### src/hdl/mhc_pkg.sv
// Shared types and constants of the Bayer demosaic block.
package mhc_pkg;

  // Configuration register indexes.
  localparam logic [7:0] REG_IMAGE_WIDTH  = 8'd0;
  localparam logic [7:0] REG_IMAGE_HEIGHT = 8'd1;

  // Input item commands.
  localparam logic CMD_PIXEL = 1'b0;
  localparam logic CMD_FLUSH = 1'b1;

  // Frame geometry that does not vary.
  localparam int DIM_W        = 13;
  localparam int ROW_W        = 12;
  localparam int MIN_DIM      = 3;
  localparam int HEIGHT_LIMIT = 4096;
  localparam int HEIGHT_RESET = 300;
  localparam int WIDTH_RESET  = 390;

  // Line store organisation: one slot per frame row modulo eight.
  localparam int LINE_SLOTS = 8;
  localparam int SLOT_W     = 3;

  // Kernel window and the job queue between the two halves.
  localparam int KSIZE       = 5;
  localparam int SEL_W       = 3;
  localparam int QUEUE_DEPTH = 4;
  localparam int QPTR_W      = 2;

  // Width of the signed kernel sums, in sixteenths.
  localparam int SUM_W = 15;

  // Work for the back half: one column read plus, for a result, the window map.
  typedef struct packed {
    logic                              emit;
    logic                              eof;
    logic                              rpar;
    logic                              cpar;
    logic [KSIZE-1:0][SLOT_W-1:0]      slot;
    logic [KSIZE-1:0][SEL_W-1:0]       sel;
  } job_t;

endpackage

### src/hdl/mhc_front.sv
// Front half: configuration, frame counters, line store writes and job classification.
module mhc_front #(
  parameter int MAX_WIDTH = 4096,
  localparam int AW  = $clog2(MAX_WIDTH),
  localparam int WW  = $clog2(MAX_WIDTH + 1),
  localparam int LGW = WW + 2,
  localparam int CW  = (WW > mhc_pkg::DIM_W) ? WW : mhc_pkg::DIM_W,
  localparam int WID_RST = (MAX_WIDTH < mhc_pkg::WIDTH_RESET) ? MAX_WIDTH : mhc_pkg::WIDTH_RESET
) (
  input  logic                         clk,
  input  logic                         rst,
  input  logic                         cfg_wr,
  input  logic [7:0]                   cfg_index,
  input  logic [mhc_pkg::DIM_W-1:0]    cfg_data,
  input  logic                         acc,
  input  logic                         cmd,
  input  logic [7:0]                   raw_pixel,
  output logic                         we,
  output logic [mhc_pkg::SLOT_W-1:0]   wslot,
  output logic [AW-1:0]                waddr,
  output logic [7:0]                   wdata,
  output logic                         push,
  output mhc_pkg::job_t                job,
  output logic [AW-1:0]                job_col
);

  logic [WW-1:0]                wid;
  logic [mhc_pkg::DIM_W-1:0]    hgt;
  logic [AW-1:0]                in_col, in_col_next;
  logic [mhc_pkg::ROW_W-1:0]    in_row, in_row_next;
  logic                         in_done, in_done_next;
  logic [AW-1:0]                out_col, out_col_next;
  logic [mhc_pkg::ROW_W-1:0]    out_row, out_row_next;
  logic [LGW-1:0]               diff, diff_next;

  logic [WW-1:0]                wid_m1, wid_m2;
  logic [mhc_pkg::DIM_W-1:0]    hgt_m1, hgt_m2;
  logic [LGW-1:0]               lag;
  logic                         emit, pre, eof;
  logic                         c0, c1, ce0, ce1, wrap;
  logic [mhc_pkg::DIM_W-1:0]    rb;
  logic                         r0, r1, re0, re1;
  logic [mhc_pkg::SLOT_W-1:0]   rb3;
  logic [CW-1:0]                cfg_ext;

  assign wid_m1  = wid - WW'(1);
  assign wid_m2  = wid - WW'(2);
  assign hgt_m1  = hgt - mhc_pkg::DIM_W'(1);
  assign hgt_m2  = hgt - mhc_pkg::DIM_W'(2);
  assign lag     = (LGW'(wid) << 1) + LGW'(2);
  assign cfg_ext = CW'(cfg_data);

  // Line store write port follows the input counters.
  assign wslot = in_row[mhc_pkg::SLOT_W-1:0];
  assign waddr = in_col;
  assign wdata = raw_pixel;

  // Classify the accepted item and step the counters.
  always_comb begin
    in_col_next  = in_col;
    in_row_next  = in_row;
    in_done_next = in_done;
    out_col_next = out_col;
    out_row_next = out_row;
    diff_next    = diff;
    we           = 1'b0;
    emit         = 1'b0;
    pre          = 1'b0;
    eof          = (WW'(out_col) == wid_m1) && (mhc_pkg::DIM_W'(out_row) == hgt_m1);
    if (acc) begin
      if (cmd == mhc_pkg::CMD_PIXEL) begin
        if (!in_done) begin
          we = 1'b1;
          if (WW'(in_col) == wid_m1) begin
            in_col_next = '0;
            if (mhc_pkg::DIM_W'(in_row) == hgt_m1) begin
              in_done_next = 1'b1;
            end else begin
              in_row_next = in_row + mhc_pkg::ROW_W'(1);
            end
          end else begin
            in_col_next = in_col + AW'(1);
          end
          if (diff >= lag) begin
            emit = 1'b1;
          end else begin
            diff_next = diff + LGW'(1);
            pre = (in_row == mhc_pkg::ROW_W'(2)) && (in_col < AW'(2));
          end
        end
      end else if (in_done) begin
        emit      = 1'b1;
        diff_next = diff - LGW'(1);
      end
    end
    if (emit) begin
      if (WW'(out_col) == wid_m1) begin
        out_col_next = '0;
        out_row_next = out_row + mhc_pkg::ROW_W'(1);
      end else begin
        out_col_next = out_col + AW'(1);
      end
      // The frame's last result restarts every counter.
      if (eof) begin
        in_col_next  = '0;
        in_row_next  = '0;
        in_done_next = 1'b0;
        out_col_next = '0;
        out_row_next = '0;
        diff_next    = '0;
      end
    end
    push = emit || pre;
  end

  // Column to fetch and the row base of the window it belongs to.
  always_comb begin
    c0   = (out_col == AW'(0));
    c1   = (out_col == AW'(1));
    ce0  = (WW'(out_col) == wid_m1);
    ce1  = (WW'(out_col) == wid_m2);
    wrap = !(WW'(out_col) < wid_m2);
    if (emit) begin
      if (wrap) begin
        job_col = ce1 ? AW'(0) : AW'(1);
        rb      = mhc_pkg::DIM_W'(out_row) + mhc_pkg::DIM_W'(1);
      end else begin
        job_col = out_col + AW'(2);
        rb      = mhc_pkg::DIM_W'(out_row);
      end
    end else begin
      job_col = in_col;
      rb      = '0;
    end
    r0  = (rb == mhc_pkg::DIM_W'(0));
    r1  = (rb == mhc_pkg::DIM_W'(1));
    re0 = (rb == hgt_m1);
    re1 = (rb == hgt_m2);
    rb3 = rb[mhc_pkg::SLOT_W-1:0];
  end

  // Mirrored row slots and mirrored column picks of the window.
  always_comb begin
    job.emit = emit;
    job.eof  = eof;
    job.rpar = out_row[0];
    job.cpar = out_col[0];
    job.slot[0] = r0 ? 3'd2 : (r1 ? rb3 : rb3 - 3'd2);
    job.slot[1] = r0 ? 3'd1 : rb3 - 3'd1;
    job.slot[2] = rb3;
    job.slot[3] = re0 ? rb3 - 3'd1 : rb3 + 3'd1;
    job.slot[4] = re0 ? rb3 - 3'd2 : (re1 ? rb3 : rb3 + 3'd2);
    job.sel[0]  = c0 ? 3'd0 : (c1 ? 3'd2 : 3'd4);
    job.sel[1]  = c0 ? 3'd1 : 3'd3;
    job.sel[2]  = 3'd2;
    job.sel[3]  = ce0 ? 3'd3 : 3'd1;
    job.sel[4]  = ce0 ? 3'd4 : (ce1 ? 3'd2 : 3'd0);
  end

  // Configuration registers and counters; a register write restarts the frame.
  always_ff @(posedge clk) begin
    if (rst) begin
      wid     <= WW'(WID_RST);
      hgt     <= mhc_pkg::DIM_W'(mhc_pkg::HEIGHT_RESET);
      in_col  <= '0;
      in_row  <= '0;
      in_done <= 1'b0;
      out_col <= '0;
      out_row <= '0;
      diff    <= '0;
    end else if (cfg_wr && ((cfg_index == mhc_pkg::REG_IMAGE_WIDTH) ||
                            (cfg_index == mhc_pkg::REG_IMAGE_HEIGHT))) begin
      if (cfg_index == mhc_pkg::REG_IMAGE_WIDTH) begin
        if (cfg_data < mhc_pkg::DIM_W'(mhc_pkg::MIN_DIM)) begin
          wid <= WW'(mhc_pkg::MIN_DIM);
        end else if (cfg_ext > CW'(MAX_WIDTH)) begin
          wid <= WW'(MAX_WIDTH);
        end else begin
          wid <= WW'(cfg_data);
        end
      end else begin
        if (cfg_data < mhc_pkg::DIM_W'(mhc_pkg::MIN_DIM)) begin
          hgt <= mhc_pkg::DIM_W'(mhc_pkg::MIN_DIM);
        end else if (cfg_data > mhc_pkg::DIM_W'(mhc_pkg::HEIGHT_LIMIT)) begin
          hgt <= mhc_pkg::DIM_W'(mhc_pkg::HEIGHT_LIMIT);
        end else begin
          hgt <= cfg_data;
        end
      end
      in_col  <= '0;
      in_row  <= '0;
      in_done <= 1'b0;
      out_col <= '0;
      out_row <= '0;
      diff    <= '0;
    end else begin
      in_col  <= in_col_next;
      in_row  <= in_row_next;
      in_done <= in_done_next;
      out_col <= out_col_next;
      out_row <= out_row_next;
      diff    <= diff_next;
    end
  end

endmodule

### config.mk
export PLATFORM = sky130hd
export DESIGN_NAME = mhc_front
export DESIGN_NICKNAME = d
export VERILOG_FILES = /design/src/hdl/mhc_pkg.sv /design/src/hdl/mhc_front.sv
export SDC_FILE = /design/constraint.sdc
export NUM_CORES = 1
export LEC_CHECK = 0
export BUFFER_PORTS_ARGS = -buffer_cell sky130_fd_sc_hd__buf_2
export CELL_PAD_IN_SITES_DETAIL_PLACEMENT = 1
export CELL_PAD_IN_SITES_GLOBAL_PLACEMENT = 1
export CORE_MARGIN = 2
export CORE_UTILIZATION = 40
export CTS_BUF_LIST = sky130_fd_sc_hd__clkbuf_4 sky130_fd_sc_hd__clkbuf_8
export DETAILED_ROUTE_END_ITERATION = 10
export PLACE_DENSITY = 0.86
export SLEW_MARGIN = 20
export SYNTH_ARGS = -nofsm -noshare
export SYNTH_HDL_FRONTEND = slang
export SYNTH_SLANG_ARGS = --single-unit
### constraint.sdc
create_clock -name clk -period 7.8 [get_ports clk]
set_clock_uncertainty 0.2 [all_clocks]
set_input_delay 1.95 -clock clk [delete_from_list [all_inputs] [get_ports clk]]
set_output_delay 1.95 -clock clk [all_outputs]
set_load 0.02 [all_outputs]
## Word-level counts from Yosys, hierarchy flattened

Cells that the tools add are included.

| operators by class | value |
|---|---|
| bitwise logic cells | 1 |
| $lt $le $gt $ge | 5 |
| reductions and logical operators | 13 |
| equality and inequality tests | 11 |
| add/sub/neg operators | 17 |
| mux-type cells | 62 |

Operators with widths:

| operator | number |
|---|---|
| two-way mux 12 bit | 19 |
| two-way mux 15 bit | 7 |
| == test 12 x 13 -> 1 bit | 5 |
| two-way mux 13 bit | 4 |
| adder 12 x 1 -> 12 bit (second input constant) | 4 |
| two-way mux 3 bit | 9 |
| == test 13 bit | 2 |
| subtractor 13 x 1 -> 13 bit (second input constant) | 2 |
| subtractor 13 x 2 -> 13 bit (second input constant) | 2 |
| two-way mux 1 bit | 20 |
| adder 14 x 2 -> 15 bit (second input constant) | 1 |
| adder 15 x 1 -> 15 bit (second input constant) | 1 |
| >= comparator 15 bit | 1 |
| subtractor 15 x 1 -> 15 bit (second input constant) | 1 |
| adder 12 x 1 -> 13 bit (second input constant) | 1 |
| == test 13 x 1 -> 1 bit (second input constant) | 1 |
| greater-than comparator 13 bit (second input constant) | 1 |
| zero test 13 bit | 1 |
| < comparator 12 x 13 -> 1 bit | 1 |
| < comparator 13 x 2 -> 1 bit (second input constant) | 1 |
| adder 12 x 2 -> 12 bit (second input constant) | 1 |
| == test 12 x 1 -> 1 bit (second input constant) | 1 |
| == test 12 x 2 -> 1 bit (second input constant) | 1 |
| zero test 12 bit | 1 |
| 14 further kinds | 21 |

| word-level totals | value |
|---|---|
| flip-flop bits (word level) | 90 |
| input bits | 34 |

## Depth between registers and ports, before layout

Gate-level depths: netlist of run 1.

| logic depth | value |
|---|---|
| word-level depth | 10 |
| mapped depth | 22 |

## Least setup slack after synthesis of run 1

OpenSTA, ideal clock, no wires.

| timing | value |
|---|---|
| kind | reg-to-output |
| start | register wid[2] |
| end | output port job[29] (netlist bit) |
| setup slack | 0.097 ns |
| cell stages (with the launch flop) | 22 |
| arrival | 5.553 ns |
| required time | 5.650 ns |
| path through | dfxtp_1 clkbuf_1 inv_1 ha_1 or3b_2 clkbuf_1 or4_1 nor4_1 xnor2_1 ha_1 nand3_1 nor3_1 a2111oi_0 clkbuf_1 a211oi_1 xor2_1 a2111oi_0 o22ai_1 a211o_1 a2111oi_4 mux2i_1 mux2i_1 |

RTL lines:

| what | line | RTL |
|---|---|---|
| start, declared | mhc_front.sv:27 | `logic [WW-1:0] wid;` |
| start signal, assigned | mhc_front.sv:163 | `wid <= WW'(WID_RST);` |
| start signal, assigned | mhc_front.sv:175 | `wid <= WW'(mhc_pkg::MIN_DIM);` |
| start signal, assigned | mhc_front.sv:177 | `wid <= WW'(MAX_WIDTH);` |
| end, declared | mhc_front.sv:23 | `output mhc_pkg::job_t job,` |

==> results of run 1 <==
flip-flops by register name, summed over array words and instances (netlist names):
signal and flops:
in_row 12, in_done 1, wid 13, diff 15, out_col 12, out_row 12
waddr 12, hgt 13
worst max-delay path, cell delays in order (launching register included):
cell       delay [ns]
dfxtp_1          0.35
inv_2            0.09
ha_4             0.15
or3b_4           0.41
or4_4            0.47
nor4_4           0.16
xnor2_1          0.14
ha_1             0.40
nand3_4          0.13
nor3_4           0.20
a2111oi_2        0.07
buf_4            0.20
buf_4            0.15
a2111oi_2        0.56
xnor3_1          0.36
o32ai_1          0.26
and2_1           0.18
o22ai_1          0.14
nor4_4           0.21
mux2i_1          0.25
xnor2_1          0.13
buf_4            0.16
power by group:
part	switching, mW	total, mW	internal [mW]
registers	0.0106	0.475	0.464
clock network	0.212	0.340	0.128
logic	0.0630	0.0942	0.0312
routing by layer:
metal	track usage (%)	wire [um]	share of wire, %
met4	10.0	975	3.4
met3	3.27	1400	4.9
met1	31.3	12300	43
met2	43.2	14100	49
met5	0	0	0
cell type report:
cell class                 count  area (um2)
antenna                        1        2.50
clock buffer                   9         124
clock inverter                 7        78.8
fill                        2625       11400
inverter                      31         116
multi-input combinational    906        6260
sequential                    90        1800
tap                          275         344
timing repair buffer         116         687
kinds of logic after synthesis:
| logic type | count (synthesis) |
|---|---|
| DFF | 90 |
| muxes | 9 |
| xor gates and xnor gates | 173 |
| buffers and inverters | 126 |
| and+or+nand+nor | 480 |
| adders and majority gates | 47 |
| other | 2 |
| AOI/OAI and AO/OA | 188 |
cells in the final DEF (no fill, tap or decap), types with 8 or more instances in the layout:
cell type    n
or3_1       10
nor2b_1      8
o31ai_1     16
nor2_1     131
and3_1      17
o21ai_0     36
buf_2       78
dfxtp_1     90
nand2_1    110
nor3_1      25
inv_1       27
xor2_1      67
conb_1       9
nand2b_1     8
nor4_1      24
a21oi_1     56
xnor3_1      8
clkbuf_8     9
nand4_1     22
a211o_1     10
xnor2_1     91
and2_1      12
buf_4       34
nor3b_1     12
ha_1        46
nand3_1     53
stage by stage:
stage               cell area (um2)  utilization [%]  setup TNS, ns  hold WS (ns)
global route                   9420             45.2         -0.278         0.391
global placement               8830             42.4              0         0.301
finish                         9420             45.2              0         0.336
floorplan                      8430                -              0         0.283
detailed placement             8830             42.4              0         0.307
CTS                            9160             44.0              0         0.339
what timing repair did:
| item | 4_1_cts | 5_1_grt |
|---|---|---|
| pin swaps | 3 | 14 |
| resized for setup | 14 | 33 |
| cloned | 0 | 0 |
| endpoints found under the hold margin | 0 | 0 |
| hold buffers | 0 | 0 |
| endpoints found under the setup margin | 5 | 10 |
| buffers inserted | 6 | 13 |
path summary, 6_finish.rpt:
check	to	cells after the start	slack [ns]	from
min reg2reg	diff[14]$_SDFF_PP0_	2	0.34	diff[14]$_SDFF_PP0_
min	diff[14]$_SDFF_PP0_	2	0.34	diff[14]$_SDFF_PP0_
max reg2reg	out_row[5]$_SDFFE_PP0P_	18	2.84	wid[2]$_SDFFE_PP1P_
max	job[26]	21	0.04	wid[2]$_SDFFE_PP1P_
==> impl_metrics.toml, run 1 <==
[floorplanning]
fp-row-count = 53
dieArea_um2 = 22200
core_area_um2 = 20800
io_pins = 105
initial_core_util_pct = 40.3
die_h_um = 149
die_w_um = 149

[sta]
fin_crit_sh_pct = 99.5
fin_ws_ns = 0.0398
slew_headroom_pct = 32.7
fmax_ghz = 0.129
hold_viol = 0
worst-slew-pin-transition_ns = 0.996
finalCriticalPeriod_ns = 7.76
setup_viol = 0
maxSlewViolCount = 0

[grt]
grt_max_degree = 36
grt_pass1_wl_um = 44300
grt_pass1_vias = 8443
grtUsageTotal_pct = 24.9
grt_remaining_overflow = 0
antenna_found_initial = 1

[pwr]
power.leakage_nw = 3.56
power_density_nw_per_um2 = 96.5
power_uw = 909
ir_worst_vdd_mv = 0.0641

[detailed_routing]
routedWlPerCell_um = 20.0
final_antenna_net_count = 0
avgViaCountPerCell = 5.91
vias = 8474
first_iter_violations = 651
drt-total-wl_um = 28700
firstDrtPassIters = 5
drc = 0

[logic_synthesis]
ys_ff_latch = 90
yosys-top-cells-area = "dfxtp_1 (21%), xnor2_1 (10%), xor2_1 (7.1%)"
synth_top_family_by_area = "simple AND/OR/NAND/NOR gates"
async_reset_ff_share_pct = 0
synthMuxAreaShare_pct = 1.09
synth_edf_count = 0
synth_area_um2 = 8400
synth_warnings = 0
yosysUniqueCellTypes = 78
synth_adder_area_share_pct = 7.00
post-synth-top-area-fraction_pct = 21.5
synth_compound_area_share_pct = 15.3
syn_inst = 1115
synth_most_common_cell = "nor2_1"
yosys.area.top_type = "dfxtp_1"
postSynthAreaPerCell_um2 = 7.53
ys_seq_area_share_pct = 21.5
synth_simple_gate_area_share_pct = 28.7
synthFlopType = "dfxtp_1"
synth.cells.most_frequent = "nor2_1 (131), nand2_1 (111), xnor2_1 (97)"
synth_xor_area_share_pct = 19.4

[setup_path]
worstPathMaxFanout = 11
critPathRequiredTime_ns = 5.65
startpoint_type = "flop"
cp-end-kind = "output port"
worstSetupPathType = "reg -> out"
worstPathArrival_ns = 5.61

[job]
maxCapViolCount = 0

[clock_tree]
cts_tree = "built"
cts.sinks = 90
cts_buffers = 9
clock_latency_ns = 0.40
clk_pin_slew_worst_paths_ns = 0.11
clockBufferDepth = 2
root_buffer = "clkbuf_8"
htreeDepth = 3

[place]
io_buffers = 79
dpl.cell_count = 1399
gp_congestion = 0.890
dp_slack_ns = 0.0848
place_hpwl_um = 20800

[cells_and_area]
nets = 1235
drive_gt1_share_pct = 15.8
syn_to_final_growth_pct = 12.1
post_layout_nonfiller_instances = 1435

[status]
outcome = "finished, final reports clean"

[min_path]
holdCritPathClass = "reg -> reg"
Note: power is estimated with default switching activity, not from simulation.
==> run 2: changes to the inputs <==
Settings changed: CORE_UTILIZATION 40 to 45, PLACE_DENSITY 0.86 to 0.91.
Clock period 7.8 ns to 8.6 ns, I/O delays scaled along.
==> impl_metrics.toml, run 2 (same netlist as run 1, synthesis figures left out) <==
[status]
outcome = "finished, final reports clean"

[grt]
use_met2_pct = 47.7
top_usage_layer = "met2"
grtUsageTotal_pct = 27.5
grtUsageMet1_pct = 34.0
grt_pass1_vias = 8563
met3_usage_pct = 4.55
antenna_found_initial = 0
grt_max_degree = 30
grt_remaining_overflow = 0
grt_pass1_wl_um = 44300

[sta]
setup_viol = 0
finalSetupTns_ns = 0
slew_headroom_pct = 35.3
fin_crit_sh_pct = 96.8
fmax_ghz = 0.120
worst-slew-pin-transition_ns = 0.946
finalCriticalPeriod_ns = 8.33
maxSlewViolCount = 0
hold_viol = 0

[pwr]
power_density_nw_per_um2 = 93.1
power_uw = 839
ir_worst_vdd_mv = 0.0854
switching_share_pct = 30.0
p_switching_uw = 252
p_int_uw = 588
power.leakage_nw = 3.42
seq_power_share_pct = 51.3
power_frac_clock_pct = 38.7
comb_power_share_pct = 10.0

[clock_tree]
cts_tree = "built"
clock_latency_ns = 0.41
root_buffer = "clkbuf_8"
clk_pin_slew_worst_paths_ns = 0.11
postCtsHoldBufs = 0
cts_buffers = 9
clockBufferDepth = 2
htreeDepth = 3
cts.sinks = 90

[setup_path]
worstPathMaxFanout = 11
critPathRequiredTime_ns = 6.25
worstPathArrival_ns = 5.98
r2r-start = "wid[2]$_SDFFE_PP1P_"
worstSetupPathType = "reg -> out"
cp-startpoint = "wid[2]$_SDFFE_PP1P_"
cp-end-kind = "output port"
startpoint_type = "flop"

[place]
io_buffers = 79
place_hpwl_um = 21200
gp_congestion = 0.926

[min_path]
hp-start = "diff[14]$_SDFF_PP0_"
holdCritPathClass = "reg -> reg"

[detailed_routing]
drc = 0
drt-total-wl_um = 27800
first_iter_violations = 650
avgViaCountPerCell = 6.14
routedWlPerCell_um = 20.3
final_antenna_net_count = 0
vias = 8376
firstDrtPassIters = 5

[cells_and_area]
syn_to_final_growth_pct = 7.36
reg_top3 = "diff (15), hgt (13), wid (13)"
largest_register = "diff"
final_common_cell = "nor2_1"
fillers = 2306
final_cell_mix = "nor2_1 (131), nand2_1 (111), xnor2_1 (96)"
final_util_pct = 49.7
nets = 1211
drive_gt1_share_pct = 12.4
largest_reg_flops = 15
diodes = 0

[floorplanning]
die_w_um = 141
io_pins = 105
initial_core_util_pct = 46.3
die_h_um = 141
fp-row-count = 49
core_area_um2 = 18100
dieArea_um2 = 19800

[job]
maxCapViolCount = 0
run 2: cell count changes in the layout (fill, tap and decap cells not counted), moves of 3 or more:
cell	change
a2111oi_1	+3
xnor2_1	+5
buf_6	-3
buf_4	-22
xnor2_2	-5
run 2: what timing repair did:
item,CTS,global route
setup endpoints to repair,0,5
endpoints found under the hold margin,0,0
resized for setup,0,10
buffers inserted,0,2
run 2: through the flow:
stage	cells	hold WS (ns)	cell area (um2)	worst slack [ns]
2_1_floorplan	1122	0.283	8430	0.697
3_3_place_gp	1346	0.310	8730	0.849
3_5_place_dp	1346	0.324	8730	0.635
4_1_cts	1362	0.363	8930	0.186
5_1_grt	1364	0.409	9020	-0.172
6_report	1364	0.359	9020	0.272
run 2: critical path: stages, from the launching register on:
cell	delay (ns)
dfxtp_1	0.43
inv_1	0.12
ha_1	0.20
or3b_2	0.52
or4_1	0.50
nor4_2	0.21
xnor2_1	0.10
ha_1	0.32
nand3_1	0.14
nor3_2	0.23
o221ai_1	0.14
buf_4	0.22
a2111oi_1	0.49
xor2_1	0.44
nand3b_1	0.18
o22ai_1	0.24
a32oi_1	0.12
nor4_4	0.38
mux2i_1	0.28
xnor2_1	0.13
buf_2	0.18
run 2: final timing paths:
kind	endpoint	slack, ns	cells after the start
min reg2reg	diff[14]$_SDFF_PP0_	0.36	2
min	diff[14]$_SDFF_PP0_	0.36	2
max reg2reg	waddr[9]$_SDFF_PP0_	3.21	17
max	job[26]	0.27	20
run 2: area by class of cell:
class	instances	area (um2)	share of cell area, %
inverter	31	116	1.29
clock buffer	9	124	1.37
multi-input combinational	906	6100	67.7
clock inverter	7	82.6	0.916
tap	229	287	3.18
timing repair buffer	92	505	5.61
sequential	90	1800	20.0
run 2: routing by layer:
layer | part of all wire [%] | vias up
met5 | 0 | -
met4 | 3.6 | 0
met3 | 5.6 | 76
met2 | 48 | 285
met1 | 43 | 4104
li1 | - | 3911
run 2: power by group through the flow:
stage | Sequential (mW) | Clock [mW] | Combinational, mW
2_1_floorplan | 0.436 | 0 | 0.0665
3_3_place_gp | 0.440 | 0 | 0.0792
3_5_place_dp | 0.440 | 0 | 0.0828
4_1_cts | 0.430 | 0.330 | 0.0832
5_1_grt | 0.432 | 0.346 | 0.0930
6_report | 0.430 | 0.325 | 0.0842
==> run 3: changes to the inputs <==
Clock period 8.6 ns to 9.3 ns, I/O delays scaled along.
==> impl_metrics.toml, run 3 (same netlist as run 1, synthesis figures left out) <==
[status]
outcome = "finished, final reports clean"

[grt]
grt_pass1_wl_um = 44300
antenna_found_initial = 0
grt_max_degree = 30
grt_remaining_overflow = 0
grtUsageTotal_pct = 27.9
grt_pass1_vias = 8440

[sta]
holdWs_ns = 0.361
fmax_ghz = 0.114
finalCriticalPeriod_ns = 8.78
finalSetupTns_ns = 0
worst-slew-pin-transition_ns = 1.01
hold_viol = 0
fin_ws_ns = 0.523
maxSlewViolCount = 0
slew_headroom_pct = 31.8
setup_viol = 0
fin_crit_sh_pct = 94.4
rsz0062_at_grt = "false"

[clock_tree]
htreeDepth = 3
clockBufferDepth = 2
clk_pin_slew_worst_paths_ns = 0.10
cts_setup_buffers = 0
root_buffer = "clkbuf_8"
clock_latency_ns = 0.40
cts-resized-gates = 0
cts_buffers = 9
cts_tree = "built"
cts.sinks = 90
postCtsHoldBufs = 0

[cells_and_area]
largest_register = "diff"
final_cell_mix = "nor2_1 (131), nand2_1 (111), xnor2_1 (97)"
final_common_cell = "nor2_1"
diodes = 0
drive_gt1_share_pct = 11.6
fillers = 2331
syn_to_final_growth_pct = 6.61
largest_reg_flops = 15
design_area_um2 = 8950
final_util_pct = 49.3
nets = 1209
reg_top3 = "diff (15), hgt (13), wid (13)"
post_layout_nonfiller_instances = 1361

[detailed_routing]
wl_met1_um = 11800
drt-total-wl_um = 27600
avgViaCountPerCell = 6.12
drc = 0
routedWlPerCell_um = 20.3
met3_length_um = 1600
first_iter_violations = 637
final_antenna_net_count = 0
dr_wl_met2_um = 13200
firstDrtPassIters = 7
highest_layer = "met4"
vias = 8324

[min_path]
holdCritPathClass = "reg -> reg"
hp-start = "in_row[11]$_SDFF_PP0_"
hold_path_depth = 2
hold_end = "in_row[11]$_SDFF_PP0_"

[setup_path]
worstPathMaxFanout = 11
rrSetupSlack_ns = 4.17
r2r-end = "waddr[4]$_SDFF_PP0_"
r2r_cells = 16
r2r-start = "wid[2]$_SDFFE_PP1P_"
critPathRequiredTime_ns = 6.78
worstSetupPathType = "reg -> out"
cp-end-kind = "output port"
worstPathArrival_ns = 6.25
startpoint_type = "flop"

[floorplanning]
dieArea_um2 = 19800
die_w_um = 141
initial_core_util_pct = 46.3
die_h_um = 141
core_area_um2 = 18100
fp-row-count = 49
io_pins = 105

[place]
gp_congestion = 0.959
io_buffers = 79
dp_slack_ns = 0.995
dpl.cell_count = 1346
place_hpwl_um = 21000
placedInstanceArea_um2 = 8730

[pwr]
power_density_nw_per_um2 = 89.9
power.leakage_nw = 3.41
power_uw = 805
ir_worst_vdd_mv = 0.0672

[job]
maxCapViolCount = 0
## run 3: cell types whose count changed in the layout (fill, tap and decap cells not counted), moves of 2 or more
cell        delta
inv_6          -2
a211oi_2       -2
clkinv_4       +2
a2111oi_1      -2
a2111oi_0      +2
a211oi_1       +2
clkinvlp_4     -2
## run 3: how the worst max path moves through the flow
stage,start,to,slack [ns],cells after the start
2_1_floorplan,wid[2]$_SDFFE_PP1P_,job[29],1.22,21
3_3_place_gp,cmd,job[29],1.21,14
3_5_place_dp,cmd,job[29],0.99,14
4_1_cts,wid[2]$_SDFFE_PP1P_,job[26],0.60,20
5_1_grt,wid[2]$_SDFFE_PP1P_,job[26],0.12,20
6_report,wid[2]$_SDFFE_PP1P_,job[26],0.52,20
## run 3: worst max-delay path, cell delays in order, from the launching register on
cell and delay, ns:
dfxtp_1 0.44, inv_1 0.14, ha_1 0.22, or3b_2 0.53, or4_1 0.50, nor4_1 0.26
xnor2_1 0.11, ha_1 0.32, nand3_1 0.14, nor3_1 0.26, o221ai_1 0.16, buf_4 0.22
a2111oi_0 0.59, xor2_1 0.42, nand3b_1 0.15, o22ai_1 0.21, a32oi_1 0.12, nor4_4 0.46
mux2i_1 0.28, xnor2_1 0.14, buf_2 0.18
## run 3: final cells by class
type	count	area (um2)	area share, %
tap	229	287	3.20
clock inverter	6	103	1.15
sequential	90	1800	20.1
timing repair buffer	90	478	5.34
inverter	31	116	1.30
clock buffer	9	124	1.38
multi-input combinational	906	6050	67.5
## run 3: power by group
| group | internal, mW | switching (mW) |
|---|---|---|
| clock network | 0.154 | 0.174 |
| registers | 0.389 | 0.00877 |
| logic | 0.0253 | 0.0532 |
| total | 0.569 | 0.236 |
## run 3: metal layers
layer | GRT usage, % | up-vias
met5 | 0 | -
met4 | 11.6 | 0
met3 | 4.31 | 65
met2 | 47.7 | 304
met1 | 35.1 | 4048
li1 | - | 3907
